**src/rtl/csdc_pkg.sv**
```systemverilog
// Package for the calendar serial date converter: field widths, stream word
// layout, status codes, month tables and the divide-by-100 reciprocal.
// No dependencies; every module of the block imports it.
`default_nettype none

package csdc_pkg;

  // Default calendar span.
  localparam int DEF_BASE_YEAR = 1900;
  localparam int DEF_NUM_YEARS = 300;

  // Field widths.
  localparam int YEAR_IN_W  = 16;
  localparam int MONTH_W    = 4;
  localparam int DAY_W      = 5;
  localparam int SERIAL_W   = 17;
  localparam int YEAR_OUT_W = 12;
  localparam int STATUS_W   = 3;
  localparam int DOY_W      = 9;

  // Stream word widths, padded to whole bytes.
  localparam int IN_TDATA_W  = 48;
  localparam int OUT_TDATA_W = 48;

  // Calendar constants.
  localparam int DAYS_PER_YEAR  = 365;
  localparam int DAYS_LEAP_YEAR = 366;
  localparam int NUM_MONTHS     = 12;
  localparam int MONTH_FEB      = 2;
  localparam int FEB29_DOY      = 59;

  // floor(y / 100) = (y * DIV100_MUL) >> DIV100_SHIFT, exact for y below 2**14.
  localparam int DIV100_MUL   = 10486;
  localparam int DIV100_MUL_W = 14;
  localparam int DIV100_SHIFT = 20;

  localparam logic [DAY_W-1:0] MONTH_LEN [NUM_MONTHS] = '{
    5'd31, 5'd28, 5'd31, 5'd30, 5'd31, 5'd30,
    5'd31, 5'd31, 5'd30, 5'd31, 5'd30, 5'd31
  };

  localparam logic [DOY_W-1:0] MONTH_START [NUM_MONTHS] = '{
    9'd0, 9'd31, 9'd59, 9'd90, 9'd120, 9'd151,
    9'd181, 9'd212, 9'd243, 9'd273, 9'd304, 9'd334
  };

  typedef enum logic [STATUS_W-1:0] {
    ST_OK     = 3'd0,
    ST_EARLY  = 3'd1,
    ST_LATE   = 3'd2,
    ST_MONTH  = 3'd3,
    ST_DAY    = 3'd4,
    ST_SERIAL = 3'd5
  } csdc_status_e;

  // Request fields as they sit in the input word, year in the lowest bits.
  typedef struct packed {
    logic [SERIAL_W-1:0]  serial;
    logic [DAY_W-1:0]     day;
    logic [MONTH_W-1:0]   month;
    logic [YEAR_IN_W-1:0] year;
  } csdc_req_t;

  // Result fields as they sit in the output word, serial in the lowest bits.
  typedef struct packed {
    csdc_status_e          status;
    logic [DAY_W-1:0]      day;
    logic [MONTH_W-1:0]    month;
    logic [YEAR_OUT_W-1:0] year;
    logic [SERIAL_W-1:0]   serial;
  } csdc_res_t;

endpackage

`default_nettype wire

```
**src/rtl/calendar_serial_date_converter.sv**
```systemverilog
// Top level of the calendar serial date converter: stream ports, sequencer,
// shared start-of-year unit and output register. Uses csdc_pkg.
//
// Usage. One request word enters on the slave stream; s_axis_tuser selects
// the direction (0: year/month/day to day serial, 1: day serial to date).
// Exactly one result word leaves on the master stream for every request,
// carrying the serial, year, month, day and a status code. Serial 0 is
// 1 January of BASE_YEAR and NUM_YEARS whole years are covered. On any
// error every field but the status is zero, as are the fields that do not
// belong to the requested direction.
//
// Every start-of-year serial comes from one registered unit, which the
// sequencer waits on after each offset. A date-to-serial request looks up
// the starts of its own year and the one after, then checks the day; a
// failed year or month check goes straight to the result. A serial-to-date
// request checks the serial against the end of the span, ending there when
// out of range, runs at most ceil(log2(NUM_YEARS)) binary search probes and
// then looks up the found year and the one after it, then the month. The slave
// side is ready only while the sequencer is idle, so one request is in flight
// at a time; the next is taken in the cycle after the output register takes a result.
//
// Reset clears the sequencer and the output valid flag. When the receiver
// stalls, the finished word waits in the output register and the next
// request is still accepted and worked on; it then waits for the register.
`default_nettype none

module calendar_serial_date_converter #(
  parameter int BASE_YEAR = csdc_pkg::DEF_BASE_YEAR,
  parameter int NUM_YEARS = csdc_pkg::DEF_NUM_YEARS
) (
  input  wire logic                                 clk_i,
  input  wire logic                                 rst_ni,
  input  wire logic                                 s_axis_tvalid,
  output logic                                      s_axis_tready,
  // year_in [15:0], month_in [19:16], day_in [24:20], serial_in [41:25], zero above
  input  wire logic [csdc_pkg::IN_TDATA_W-1:0]      s_axis_tdata,
  // kind [0]
  input  wire logic                                 s_axis_tuser,
  output logic                                      m_axis_tvalid,
  input  wire logic                                 m_axis_tready,
  // serial_out [16:0], year_out [28:17], month_out [32:29], day_out [37:33],
  // status [40:38], zero above
  output logic [csdc_pkg::OUT_TDATA_W-1:0]          m_axis_tdata
);
  import csdc_pkg::*;

  localparam int OffW      = $clog2(NUM_YEARS + 1);
  localparam int LastYear  = BASE_YEAR + NUM_YEARS - 1;
  localparam int LeapsBase = (BASE_YEAR - 1) / 4 - (BASE_YEAR - 1) / 100
                             + (BASE_YEAR - 1) / 400;
  localparam int TotalDays = DAYS_PER_YEAR * NUM_YEARS + LastYear / 4 - LastYear / 100
                             + LastYear / 400 - LeapsBase;
  localparam int SerW      = $clog2(TotalDays + 1);
  localparam int ReqW      = $bits(csdc_req_t);
  localparam int ResW      = $bits(csdc_res_t);

  csdc_req_t       req;
  csdc_res_t       res;
  logic            res_valid;
  logic            res_ready;
  logic [OffW-1:0] off;
  logic [SerW-1:0] ys;

  logic            m_valid_q;
  csdc_res_t       m_data_q;

  assign req = csdc_req_t'(s_axis_tdata[ReqW-1:0]);

  csdc_ctrl #(
    .BASE_YEAR (BASE_YEAR),
    .NUM_YEARS (NUM_YEARS)
  ) u_ctrl (
    .clk_i       (clk_i),
    .rst_ni      (rst_ni),
    .req_valid_i (s_axis_tvalid),
    .req_ready_o (s_axis_tready),
    .req_kind_i  (s_axis_tuser),
    .req_i       (req),
    .res_valid_o (res_valid),
    .res_ready_i (res_ready),
    .res_o       (res),
    .off_o       (off),
    .ys_i        (ys)
  );

  csdc_year_start #(
    .BASE_YEAR (BASE_YEAR),
    .NUM_YEARS (NUM_YEARS)
  ) u_year_start (
    .clk_i (clk_i),
    .off_i (off),
    .ys_o  (ys)
  );

  // The output register takes a new word when empty or being drained.
  assign res_ready = !m_valid_q || m_axis_tready;

  always_ff @(posedge clk_i or negedge rst_ni) begin
    if (!rst_ni) begin
      m_valid_q <= 1'b0;
    end else if (res_ready) begin
      m_valid_q <= res_valid;
    end
  end

  always_ff @(posedge clk_i) begin
    if (res_valid && res_ready) begin
      m_data_q <= res;
    end
  end

  assign m_axis_tvalid = m_valid_q;
  assign m_axis_tdata  = {{(OUT_TDATA_W-ResW){1'b0}}, m_data_q};

  // A failed check leaves every value field at zero.
  a_error_zero: assert property (@(posedge clk_i) disable iff (!rst_ni)
    (m_valid_q && (m_data_q.status != ST_OK)) |->
      ((m_data_q.serial == '0) && (m_data_q.year == '0) &&
       (m_data_q.month == '0) && (m_data_q.day == '0)))
    else $error("error result carries non-zero fields");

  // A successful date lookup yields a real month and day.
  a_month_range: assert property (@(posedge clk_i) disable iff (!rst_ni)
    (m_valid_q && (m_data_q.status == ST_OK) && (m_data_q.month != '0)) |->
      ((m_data_q.month <= MONTH_W'(NUM_MONTHS)) && (m_data_q.day != '0)))
    else $error("month or day out of range");

  // A request is only taken while no result is pending in the sequencer.
  a_ready_idle: assert property (@(posedge clk_i) disable iff (!rst_ni)
    s_axis_tready |-> !res_valid)
    else $error("input ready while a result is pending");

  // A handed-over result shows up on the output in the next cycle.
  a_result_lands: assert property (@(posedge clk_i) disable iff (!rst_ni)
    (res_valid && res_ready) |=> m_axis_tvalid)
    else $error("result lost on its way to the output register");

endmodule

`default_nettype wire

```
**src/rtl/csdc_year_start.sv**
```systemverilog
// Shared start-of-year unit: serial of 1 January of year BASE_YEAR + offset,
// registered: it shows in the cycle after the offset. Uses csdc_pkg.
`default_nettype none

module csdc_year_start #(
  parameter int BASE_YEAR = csdc_pkg::DEF_BASE_YEAR,
  parameter int NUM_YEARS = csdc_pkg::DEF_NUM_YEARS
) (
  input  wire logic                                  clk_i,
  input  wire logic [$clog2(NUM_YEARS+1)-1:0]        off_i,
  output logic [$clog2(
    365*NUM_YEARS + (BASE_YEAR+NUM_YEARS-1)/4 - (BASE_YEAR+NUM_YEARS-1)/100
    + (BASE_YEAR+NUM_YEARS-1)/400 - (BASE_YEAR-1)/4 + (BASE_YEAR-1)/100
    - (BASE_YEAR-1)/400 + 1)-1:0]                     ys_o
);
  import csdc_pkg::*;

  localparam int LastYear  = BASE_YEAR + NUM_YEARS - 1;
  localparam int LeapsBase = (BASE_YEAR - 1) / 4 - (BASE_YEAR - 1) / 100
                             + (BASE_YEAR - 1) / 400;
  localparam int TotalDays = DAYS_PER_YEAR * NUM_YEARS + LastYear / 4 - LastYear / 100
                             + LastYear / 400 - LeapsBase;
  localparam int SerW      = $clog2(TotalDays + 1);
  localparam int YrW       = $clog2(BASE_YEAR + NUM_YEARS + 1);
  localparam int ProdW     = YrW + DIV100_MUL_W;
  localparam int QW        = ProdW - DIV100_SHIFT;
  localparam int AccW      = (SerW > YrW) ? SerW : YrW;

  logic [YrW-1:0]   prev_year;
  logic [ProdW-1:0] prod;
  logic [QW-1:0]    q100;
  logic [AccW-1:0]  acc;
  logic [SerW-1:0]  ys_q;

  // 365 days a year plus leap years up to the previous year, less those before the first year.
  always_comb begin
    prev_year = YrW'(BASE_YEAR - 1) + YrW'(off_i);
    prod      = ProdW'(prev_year) * ProdW'(DIV100_MUL);
    q100      = prod[ProdW-1:DIV100_SHIFT];
    acc       = AccW'(off_i) * AccW'(DAYS_PER_YEAR)
              + AccW'(prev_year >> 2)
              - AccW'(q100)
              + AccW'(q100 >> 2)
              - AccW'(LeapsBase);
  end

  always_ff @(posedge clk_i) begin
    ys_q <= SerW'(acc);
  end

  assign ys_o = ys_q;

endmodule

`default_nettype wire

```
**src/rtl/csdc_ctrl.sv**
```systemverilog
// Sequencer of the converter: range checks, binary search over start-of-year
// serials and month lookup; serials come from the shared unit. Uses csdc_pkg.
`default_nettype none

module csdc_ctrl #(
  parameter int BASE_YEAR = csdc_pkg::DEF_BASE_YEAR,
  parameter int NUM_YEARS = csdc_pkg::DEF_NUM_YEARS
) (
  input  wire logic                           clk_i,
  input  wire logic                           rst_ni,
  input  wire logic                           req_valid_i,
  output logic                                req_ready_o,
  input  wire logic                           req_kind_i,
  input  wire csdc_pkg::csdc_req_t            req_i,
  output logic                                res_valid_o,
  input  wire logic                           res_ready_i,
  output csdc_pkg::csdc_res_t                 res_o,
  output logic [$clog2(NUM_YEARS+1)-1:0]      off_o,
  input  wire logic [$clog2(
    365*NUM_YEARS + (BASE_YEAR+NUM_YEARS-1)/4 - (BASE_YEAR+NUM_YEARS-1)/100
    + (BASE_YEAR+NUM_YEARS-1)/400 - (BASE_YEAR-1)/4 + (BASE_YEAR-1)/100
    - (BASE_YEAR-1)/400 + 1)-1:0]              ys_i
);
  import csdc_pkg::*;

  localparam int OffW      = $clog2(NUM_YEARS + 1);
  localparam int LastYear  = BASE_YEAR + NUM_YEARS - 1;
  localparam int LeapsBase = (BASE_YEAR - 1) / 4 - (BASE_YEAR - 1) / 100
                             + (BASE_YEAR - 1) / 400;
  localparam int TotalDays = DAYS_PER_YEAR * NUM_YEARS + LastYear / 4 - LastYear / 100
                             + LastYear / 400 - LeapsBase;
  localparam int SerW      = $clog2(TotalDays + 1);
  localparam int CmpW      = (SerW > SERIAL_W) ? SerW : SERIAL_W;

  typedef enum logic [9:0] {
    S_IDLE   = 10'b0000000001,
    S_CHECK  = 10'b0000000010,
    S_D_NEXT = 10'b0000000100,
    S_D_CUR  = 10'b0000001000,
    S_RANGE  = 10'b0000010000,
    S_SEARCH = 10'b0000100000,
    S_NEXT   = 10'b0001000000,
    S_CUR    = 10'b0010000000,
    S_MONTH  = 10'b0100000000,
    S_DONE   = 10'b1000000000
  } state_e;

  state_e           state_q, state_d;
  logic             wait_q, wait_d;
  logic [OffW-1:0]  off_q, off_d;
  logic [OffW-1:0]  lo_q, lo_d, hi_q, hi_d;
  logic [SerW-1:0]  next_q, next_d;
  logic [DOY_W-1:0] doy_q, doy_d;
  logic             leap_q, leap_d;
  logic             kind_q, kind_d;
  csdc_req_t        req_q, req_d;
  csdc_res_t        res_q, res_d;

  logic [OffW-1:0]    lo_n, hi_n, mid_n, year_off;
  logic [MONTH_W-1:0] mon_idx;
  logic               leap_now;
  logic [DAY_W-1:0]   dmax;
  logic [DOY_W-1:0]   doy_adj;
  logic [MONTH_W-1:0] mon_k;

  // Next search bounds: the pending probe sits in off_q.
  always_comb begin
    lo_n = lo_q;
    hi_n = hi_q;
    if (state_q == S_SEARCH) begin
      if (CmpW'(ys_i) <= CmpW'(req_q.serial)) begin
        lo_n = off_q;
      end else begin
        hi_n = off_q - OffW'(1);
      end
    end
    mid_n = OffW'(((OffW+1)'(lo_n) + (OffW+1)'(hi_n) + (OffW+1)'(1)) >> 1);
  end

  // Date-to-serial helpers.
  always_comb begin
    year_off = OffW'(req_q.year - YEAR_IN_W'(BASE_YEAR));
    mon_idx  = req_q.month - MONTH_W'(1);
    leap_now = ((next_q - ys_i) == SerW'(DAYS_LEAP_YEAR));
    dmax     = MONTH_LEN[mon_idx]
             + DAY_W'((req_q.month == MONTH_W'(MONTH_FEB)) && leap_now);
  end

  // Month lookup: last month whose start is not past the day of year.
  always_comb begin
    doy_adj = doy_q - DOY_W'(leap_q && (doy_q > DOY_W'(FEB29_DOY)));
    mon_k   = '0;
    for (int k = 1; k < NUM_MONTHS; k++) begin
      if (doy_adj >= MONTH_START[k]) begin
        mon_k = MONTH_W'(k);
      end
    end
  end

  always_comb begin
    state_d = state_q;
    wait_d  = 1'b0;
    off_d   = off_q;
    lo_d    = lo_q;
    hi_d    = hi_q;
    next_d  = next_q;
    doy_d   = doy_q;
    leap_d  = leap_q;
    kind_d  = kind_q;
    req_d   = req_q;
    res_d   = res_q;
    if (!wait_q) begin
      unique case (state_q)
        S_IDLE: begin
          if (req_valid_i) begin
            req_d   = req_i;
            kind_d  = req_kind_i;
            res_d   = csdc_res_t'('0);
            state_d = S_CHECK;
          end
        end
        S_CHECK: begin
          if (!kind_q) begin
            if (req_q.year < YEAR_IN_W'(BASE_YEAR)) begin
              res_d.status = ST_EARLY;
              state_d      = S_DONE;
            end else if (req_q.year >= YEAR_IN_W'(BASE_YEAR + NUM_YEARS)) begin
              res_d.status = ST_LATE;
              state_d      = S_DONE;
            end else if ((req_q.month == '0) ||
                         (req_q.month > MONTH_W'(NUM_MONTHS))) begin
              res_d.status = ST_MONTH;
              state_d      = S_DONE;
            end else begin
              off_d   = year_off + OffW'(1);
              wait_d  = 1'b1;
              state_d = S_D_NEXT;
            end
          end else begin
            lo_d    = '0;
            hi_d    = OffW'(NUM_YEARS - 1);
            off_d   = OffW'(NUM_YEARS);
            wait_d  = 1'b1;
            state_d = S_RANGE;
          end
        end
        S_D_NEXT: begin
          next_d  = ys_i;
          off_d   = year_off;
          wait_d  = 1'b1;
          state_d = S_D_CUR;
        end
        S_D_CUR: begin
          if ((req_q.day == '0) || (req_q.day > dmax)) begin
            res_d.status = ST_DAY;
          end else begin
            res_d.serial = SERIAL_W'(ys_i) + SERIAL_W'(MONTH_START[mon_idx])
                         + SERIAL_W'(leap_now && (req_q.month > MONTH_W'(MONTH_FEB)))
                         + SERIAL_W'(req_q.day) - SERIAL_W'(1);
          end
          state_d = S_DONE;
        end
        S_RANGE, S_SEARCH: begin
          if ((state_q == S_RANGE) && (CmpW'(req_q.serial) >= CmpW'(ys_i))) begin
            res_d.status = ST_SERIAL;
            state_d      = S_DONE;
          end else begin
            lo_d   = lo_n;
            hi_d   = hi_n;
            wait_d = 1'b1;
            if (lo_n < hi_n) begin
              off_d   = mid_n;
              state_d = S_SEARCH;
            end else begin
              off_d   = lo_n + OffW'(1);
              state_d = S_NEXT;
            end
          end
        end
        S_NEXT: begin
          next_d  = ys_i;
          off_d   = lo_q;
          wait_d  = 1'b1;
          state_d = S_CUR;
        end
        S_CUR: begin
          doy_d   = DOY_W'(CmpW'(req_q.serial) - CmpW'(ys_i));
          leap_d  = leap_now;
          state_d = S_MONTH;
        end
        S_MONTH: begin
          res_d.year = YEAR_OUT_W'(BASE_YEAR) + YEAR_OUT_W'(lo_q);
          if (leap_q && (doy_q == DOY_W'(FEB29_DOY))) begin
            res_d.month = MONTH_W'(MONTH_FEB);
            res_d.day   = DAY_W'(29);
          end else begin
            res_d.month = mon_k + MONTH_W'(1);
            res_d.day   = DAY_W'(doy_adj - MONTH_START[mon_k] + DOY_W'(1));
          end
          state_d = S_DONE;
        end
        S_DONE: begin
          if (res_ready_i) begin
            state_d = S_IDLE;
          end
        end
        default: begin
          state_d = S_IDLE;
        end
      endcase
    end
  end

  always_ff @(posedge clk_i or negedge rst_ni) begin
    if (!rst_ni) begin
      state_q <= S_IDLE;
      wait_q  <= 1'b0;
    end else begin
      state_q <= state_d;
      wait_q  <= wait_d;
    end
  end

  always_ff @(posedge clk_i) begin
    off_q  <= off_d;
    lo_q   <= lo_d;
    hi_q   <= hi_d;
    next_q <= next_d;
    doy_q  <= doy_d;
    leap_q <= leap_d;
    kind_q <= kind_d;
    req_q  <= req_d;
    res_q  <= res_d;
  end

  assign req_ready_o = (state_q == S_IDLE);
  assign res_valid_o = (state_q == S_DONE) && !wait_q;
  assign res_o       = res_q;
  assign off_o       = off_q;

endmodule

`default_nettype wire

```
**config.mk**
```make
export PLATFORM = sky130hd
export DESIGN_NAME = calendar_serial_date_converter
export DESIGN_NICKNAME = d
export VERILOG_FILES = /design/src/rtl/csdc_pkg.sv /design/src/rtl/calendar_serial_date_converter.sv /design/src/rtl/csdc_year_start.sv /design/src/rtl/csdc_ctrl.sv
export SDC_FILE = /design/constraint.sdc
export NUM_CORES = 1
export LEC_CHECK = 0
export ABC_AREA = 1
export BUFFER_PORTS_ARGS = -buffer_cell sky130_fd_sc_hd__buf_4
export CAP_MARGIN = 10
export CELL_PAD_IN_SITES_DETAIL_PLACEMENT = 1
export CELL_PAD_IN_SITES_GLOBAL_PLACEMENT = 2
export CORE_MARGIN = 2
export CORE_UTILIZATION = 30
export DETAILED_ROUTE_END_ITERATION = 7
export GPL_ROUTABILITY_DRIVEN = 1
export PLACE_DENSITY_LB_ADDON = 0.3
export SYNTH_ARGS = -nofsm -noshare
export SYNTH_HDL_FRONTEND = slang
export SYNTH_SLANG_ARGS = --single-unit
```
**constraint.sdc**
```tcl
create_clock -name clk_i -period 16.7 [get_ports clk_i]
set_input_delay 0 -clock clk_i [delete_from_list [all_inputs] [get_ports clk_i]]
set_output_delay 0 -clock clk_i [all_outputs]
set_load 0.05 [all_outputs]
```
After elaboration in Yosys (flattened, before gate mapping)
Memories as Yosys holds them, arrays and structs flattened.
Cells that the tools add are included.
{"block": "op_classes", "addsub": 24, "multipliers": 2, "n_lt_le_gt_ge": 22, "n_eq_ne": 25, "muxes": 62, "bitwise_logic": 3, "n_reduce_logical": 31}
{"cell": "$mux 9", "count": 17}
{"cell": "$pmux 10 s8", "count": 1}
{"cell": "$mux 10", "count": 7}
{"cell": "$pmux 21 s2", "count": 1}
{"cell": "$mux 41", "count": 1}
{"cell": "$ge 9x8->1 const B", "count": 4}
{"cell": "$pmux 9 s2", "count": 2}
{"cell": "$pmux 9 s4", "count": 1}
{"cell": "$pmux 17 s2", "count": 1}
{"cell": "$mux 3", "count": 10}
{"cell": "$ge 9x9->1 const B", "count": 3}
{"cell": "$mul 12x13->25 const B", "count": 1}
{"cell": "$add 11x9->12 const A", "count": 2}
{"cell": "$mux 5", "count": 4}
{"cell": "$add 9x1->9 const B", "count": 2}
{"cell": "$ge 9x7->1 const B", "count": 2}
{"cell": "$add 17x1->17", "count": 1}
{"cell": "$add 17x10->17", "count": 1}
{"cell": "$add 17x4->17", "count": 1}
{"cell": "$add 17x5->17", "count": 1}
{"cell": "$add 17x9->17", "count": 1}
{"cell": "$eq 17x9->1 const B", "count": 1}
{"cell": "$ge 17x17->1", "count": 1}
{"cell": "$le 17x17->1", "count": 1}
{"cell": "other kinds (64)", "count": 102}
{"block": "totals", "reg_bits": 208, "mem_bits_ro": 368, "input_bits": 53, "output_inout_bits": 50, "elab_cells": 197, "n_memories": 3}
{"memory": "(no name shown)", "depth": 16, "width": 9, "read_ports": 1, "rd_clocked_by_memory_dff": 0, "wr": 0, "line": "csdc_ctrl.sv:157", "rtl": "res_d.serial = SERIAL_W'(ys_i) + SERIAL_W'(MONTH_START[mon_idx])"}
{"memory": "(no name shown)", "depth": 16, "width": 9, "read_ports": 1, "rd_clocked_by_memory_dff": 0, "wr": 0, "line": "csdc_ctrl.sv:198", "rtl": "res_d.day = DAY_W'(doy_adj - MONTH_START[mon_k] + DOY_W'(1));"}
{"memory": "(no name shown)", "depth": 16, "width": 5, "read_ports": 1, "rd_clocked_by_memory_dff": 0, "wr": 0, "line": "csdc_ctrl.sv:85", "rtl": "dmax = MONTH_LEN[mon_idx]"}

Logic depth before layout (Yosys ltp)
{"block": "depth", "word_depth": 23, "depth_mapped": 51, "mapped_depth_nobuf": 51}

Modules after synthesis
A second synthesis with hierarchy kept.
{"block": "unflattened", "hier_cells": 2133, "area_unflattened_um2": 18681.7}
{"mod": "csdc_ctrl", "instances": 1, "cells_per_inst": 1317, "area_per_inst_um2": 11143.2, "seq_area_each_um2": 4420.5}
{"mod": "csdc_year_start", "instances": 1, "cells_per_inst": 761, "area_per_inst_um2": 6206.0, "seq_area_each_um2": 340.3}
{"mod": "calendar_serial_date_converter", "instances": 1, "cells_per_inst": 55, "area_per_inst_um2": 1332.5, "seq_area_each_um2": 1256.2}

Least setup slack after synthesis
Ideal clock, no wire load.
{"block": "synth_path", "path_kind": "register to register", "from": "register u_ctrl.off_q[0] (netlist: u_ctrl.off_o[0])", "to": "register u_year_start.ys_q[14] (netlist: u_year_start.ys_o[14])", "setup_time_ps": 121, "arrival_time_ps": 9966, "required_time_ps": 16579, "path_slack_ps": 6613, "path_stages_with_launch": 48, "path_buffers": 0, "period_less_slack_ps": 10087, "path_cell_list": "edfxtp_1 > inv_1 > ha_1 > inv_1 > a21oi_1 > inv_1 > a21oi_1 > inv_1 > a21oi_1 > inv_1 > nor2_1 > inv_1 > nand2_1 > inv_1 > fa_1 > fa_1 > fa_1 > inv_1 > (+12 left out) > inv_1 > ha_1 > a21oi_1 > fa_1 > fa_1 > fa_1 > inv_1 > ha_1 > nand2_1 > nor3_1 > a21oi_1 > o21ai_0 > a21oi_1 > o21bai_1 > a21oi_1 > nor2_1 > nor2_1 > xor2_1"}
{"block": "synth_between", "elab_chain_len": 5, "word_cells_on_any_way": 7, "classes_between": "5 x add/sub; 2 x mul"}
{"element": "from (decl)", "line": "csdc_ctrl.sv:50", "rtl": "logic [OffW-1:0] off_q, off_d;"}
{"element": "from (signal assigned)", "line": "csdc_ctrl.sv:225", "rtl": "off_q <= off_d;"}
{"element": "$add 11x9->12 / $mul 9x9->17 (equally long branches)", "line": "csdc_year_start.sv:37, csdc_year_start.sv:40"}
{"element": "$mul 12x13->25 / $add 17x10->17 (equally long branches)", "line": "csdc_year_start.sv:38, csdc_year_start.sv:41"}
{"element": "$sub 17x6->17", "line": "csdc_year_start.sv:42", "rtl": "- AccW'(q100)"}
{"element": "$add 17x4->17 *", "line": "csdc_year_start.sv:43", "rtl": "+ AccW'(q100 >> 2)"}
{"element": "$sub 17x9->17 *", "line": "csdc_year_start.sv:44", "rtl": "- AccW'(LeapsBase);"}
{"element": "net u_year_start.acc[14]", "line": "csdc_year_start.sv:32", "rtl": "logic [AccW-1:0] acc;"}
{"element": "to (signal assigned)", "line": "csdc_year_start.sv:48", "rtl": "ys_q <= SerW'(acc);"}
{"element": "to (decl)", "line": "csdc_year_start.sv:33", "rtl": "logic [SerW-1:0] ys_q;"}
The timed path passes the listed nets; every way through them passes the cells marked *.
A chain may end at the register's enable or synchronous reset.

Worst setup path after layout
{"block": "layout_path", "from": "register u_ctrl.off_q[0] (netlist: u_ctrl.off_o[0])", "to": "register u_year_start.ys_q[15] (netlist: u_year_start.ys_o[15])"}
Same word-level chain as after synthesis.

==> results.toml <==
[run_status]
status = "completed"

[routing]
dr_wl_met2_um = 25000
routed_wl_um = 50400
drtAntennaViolNets = 0
drc = 0
drt_pass1_iterations = 4
via_count = 14143
met1Wirelength_um = 23500
drt_iter0_drc = 398
drt-wirelength-per-cell_um = 16.7
top_layer_used = "met4"
wl_met3_um = 1130
vias_per_cell = 4.69

[clock_network]
clkSlewWorstSetupHoldPaths_ps = 60
cts_tree = "yes"
cts_inserted_buffers = 24
cts_sinks = 208
clk_path_buf_depth = 3
cts_root_buf = "clkbuf_16"
h-tree-depth = 1
cts_resized = 0
clk_latency_ps = 530

[timing]
slew_headroom = 0.414
setup-violations-final = 0
tightest_slew_ps = 878
fin_crit_sh = 0.715
post-route-min-period_ps = 11930
setup_ws_ps = 4770
hold_violations = 0
fmax_mhz = 83.8
slew_viol_final = 0
rsz0062_at_grt = "no"
clock_skew_ps = 13.5
setup_tns_ps = 0

[synthesis]
yosys.area.top_type = "edfxtp_1"
ys_types = 59
synthCells = 2050
synth_compound_area_frac = 0.0902
synthArstFlopShare = 0.0577
ys_ff_latch = 208
netlist_area_mm2 = 0.0184
synth-main-ff-cell = "edfxtp_1"
synthAdderAreaFrac = 0.292
synth_edf_count = 179
ys_top_cells_by_count = "inv_1 (446), nand2_1 (289), ha_1 (273), edfxtp_1 (179), nor2_1 (141)"
synth_area_leaders = "edfxtp_1 (29%), ha_1 (19%), fa_1 (11%)"
yosysMostFrequentCell = "inv_1"
synth_top_family_by_area = "adder cells"
yosys.area_share.simple = 0.155
synth_top_area_share = 0.292
synthMuxAreaShare = 0.000544
ys_seq_area_frac = 0.327
yosys_warnings = 0
synthXorXnorAreaFrac = 0.0347
synth_area_per_cell_um2 = 8.98

[worst_setup_path]
cp-start-kind = "flip-flop"
slowest_delay_ps = 680
crit_path_frequent_cell = "inv_1"
crit_slowest_cell = "inv_1"
crit_required_ps = 17100
setup.worst_path.class = "reg2reg"
cp_data_arrival_time_ps = 12340
end_kind = "flip-flop"
crit_fanout = 14

[floorplanning]
core_area_mm2 = 0.0605
initial_core_util = 0.304
io_pins = 103
fp.dieW_um = 252
die_y_um = 252
die_area_mm2 = 0.0633
num_rows = 90

[final_layout]
fin_util = 0.352
drive_above_1_share = 0.0998
num_antenna_cells = 0
area_growth_pct = 15.8
nNetsFinal = 2641

[worst_hold_path]
hp-class = "in2reg"

[placed_design]
dp_hpwl_um = 41700
port_buffers = 89
globalplace.congestion = 0.819
post-place-ws_ps = 4710

[global_routing]
antenna_found_initial = 2
grt_pass1_wl_um = 81800
grt-ovfl-total = 0
grt_start_max_net_pins = 42
gr-usage-all-layers = 0.161
grt_pass1_vias = 15293

[job]
cap_violations = 0
## timing repair
action                    in CTS  in global routing
hold endpoints to repair      64                  0
hold buffers                  48                  0
setup buffers                  0                  0
## worst paths after layout
kind | from | endpoint | cells after the start | slack [ps]
max | u_ctrl.off_o[0] | u_year_start.ys_o[15] | 46 | 4770
min | s_axis_tdata[38] | u_ctrl.req_q[38] | 2 | 190
max reg2reg | u_ctrl.off_o[0] | u_year_start.ys_o[15] | 46 | 4770
min reg2reg | u_ctrl.res_o[32] | m_axis_tdata[32] | 0 | 420
max in group asynchronous | rst_ni | m_axis_tvalid | 4 | 15200
min in group asynchronous | rst_ni | u_ctrl.state_q[0] | 3 | 520
## cell type report
cell class                 count  area [um^2]
clock buffer                  40          713
timing repair buffer         149         1250
tap                          782          978
inverter                     463         1740
fill                        7007        39200
multi-input combinational   1371        10600
sequential                   208         6020
clock inverter                 4         20.0
## metal layers
metal	global-route usage	vias up
li1	-	7019
met1	0.212	6935
met2	0.291	148
met3	0.0133	41
met4	0.0304	0
met5	0	-
## critical path, delay by kind of cell, from the launching register on
family                   cells  cell delay, ps
flip-flops                   1             580
XOR/XNOR                     2             570
adder cells (fa/ha/maj)     12            5420
AND/OR/NAND/NOR              6            1210
AO/OA/AOI/OAI               14            2540
buffers and inverters       12            1510
## state kept, by name, indices dropped and copies added (netlist names), 9 cells and up
signal             cells
u_ctrl.res_o          41
u_ctrl.lo_q            9
m_axis_tdata          41
u_ctrl.state_q        10
u_ctrl.hi_q            9
u_year_start.ys_o     17
u_ctrl.req_q          42
u_ctrl.off_o           9
u_ctrl.next_q         17
u_ctrl.doy_q           9
## through the flow
| step | instance area [um^2] | cells | hold WS, ps |
|---|---|---|---|
| 2_1_floorplan | 18400 | 2056 | -296 |
| 3_3_place_gp | 20100 | 2924 | -140 |
| 3_5_place_dp | 20100 | 2924 | -140 |
| 4_1_cts | 21300 | 3016 | 164 |
| 5_1_grt | 21300 | 3017 | 182 |
| 6_report | 21300 | 3017 | 190 |
## cell families after synthesis
logic type	count (synthesis)
DFF	208
and+or+nand+nor	631
other	1
xor gates and xnor gates	72
buffers and inverters	477
muxes	1
adders and majority gates	371
AOI/OAI and AO/OA	289
## layout by cell type (no fill, tap or decap), types with 8 or more instances in the layout
master,netlist,routed
a211oi_1,8,8
a21oi_1,127,125
a31oi_1,8,8
buf_4,7,100
clkbuf_1,5,13
clkbuf_16,0,26
dfrtp_1,11,11
dfxtp_1,17,17
dlygate4sd3_1,0,48
edfxtp_1,179,179
fa_1,98,98
ha_1,273,273
inv_1,446,446
inv_2,16,16
nand2_1,289,289
nand2_2,18,18
nand3_1,77,77
nand4_1,26,26
nor2_1,141,139
nor3_1,25,25
nor4_1,8,8
o21ai_0,68,68
o21ai_1,14,14
o21bai_1,8,8
o22ai_1,9,9
o31ai_1,8,8
or2_2,13,13
xnor2_1,15,15
xor2_1,56,56
Power is not shown: default switching activity piles up to over one toggle a cycle in this logic, so the estimate is an artifact.
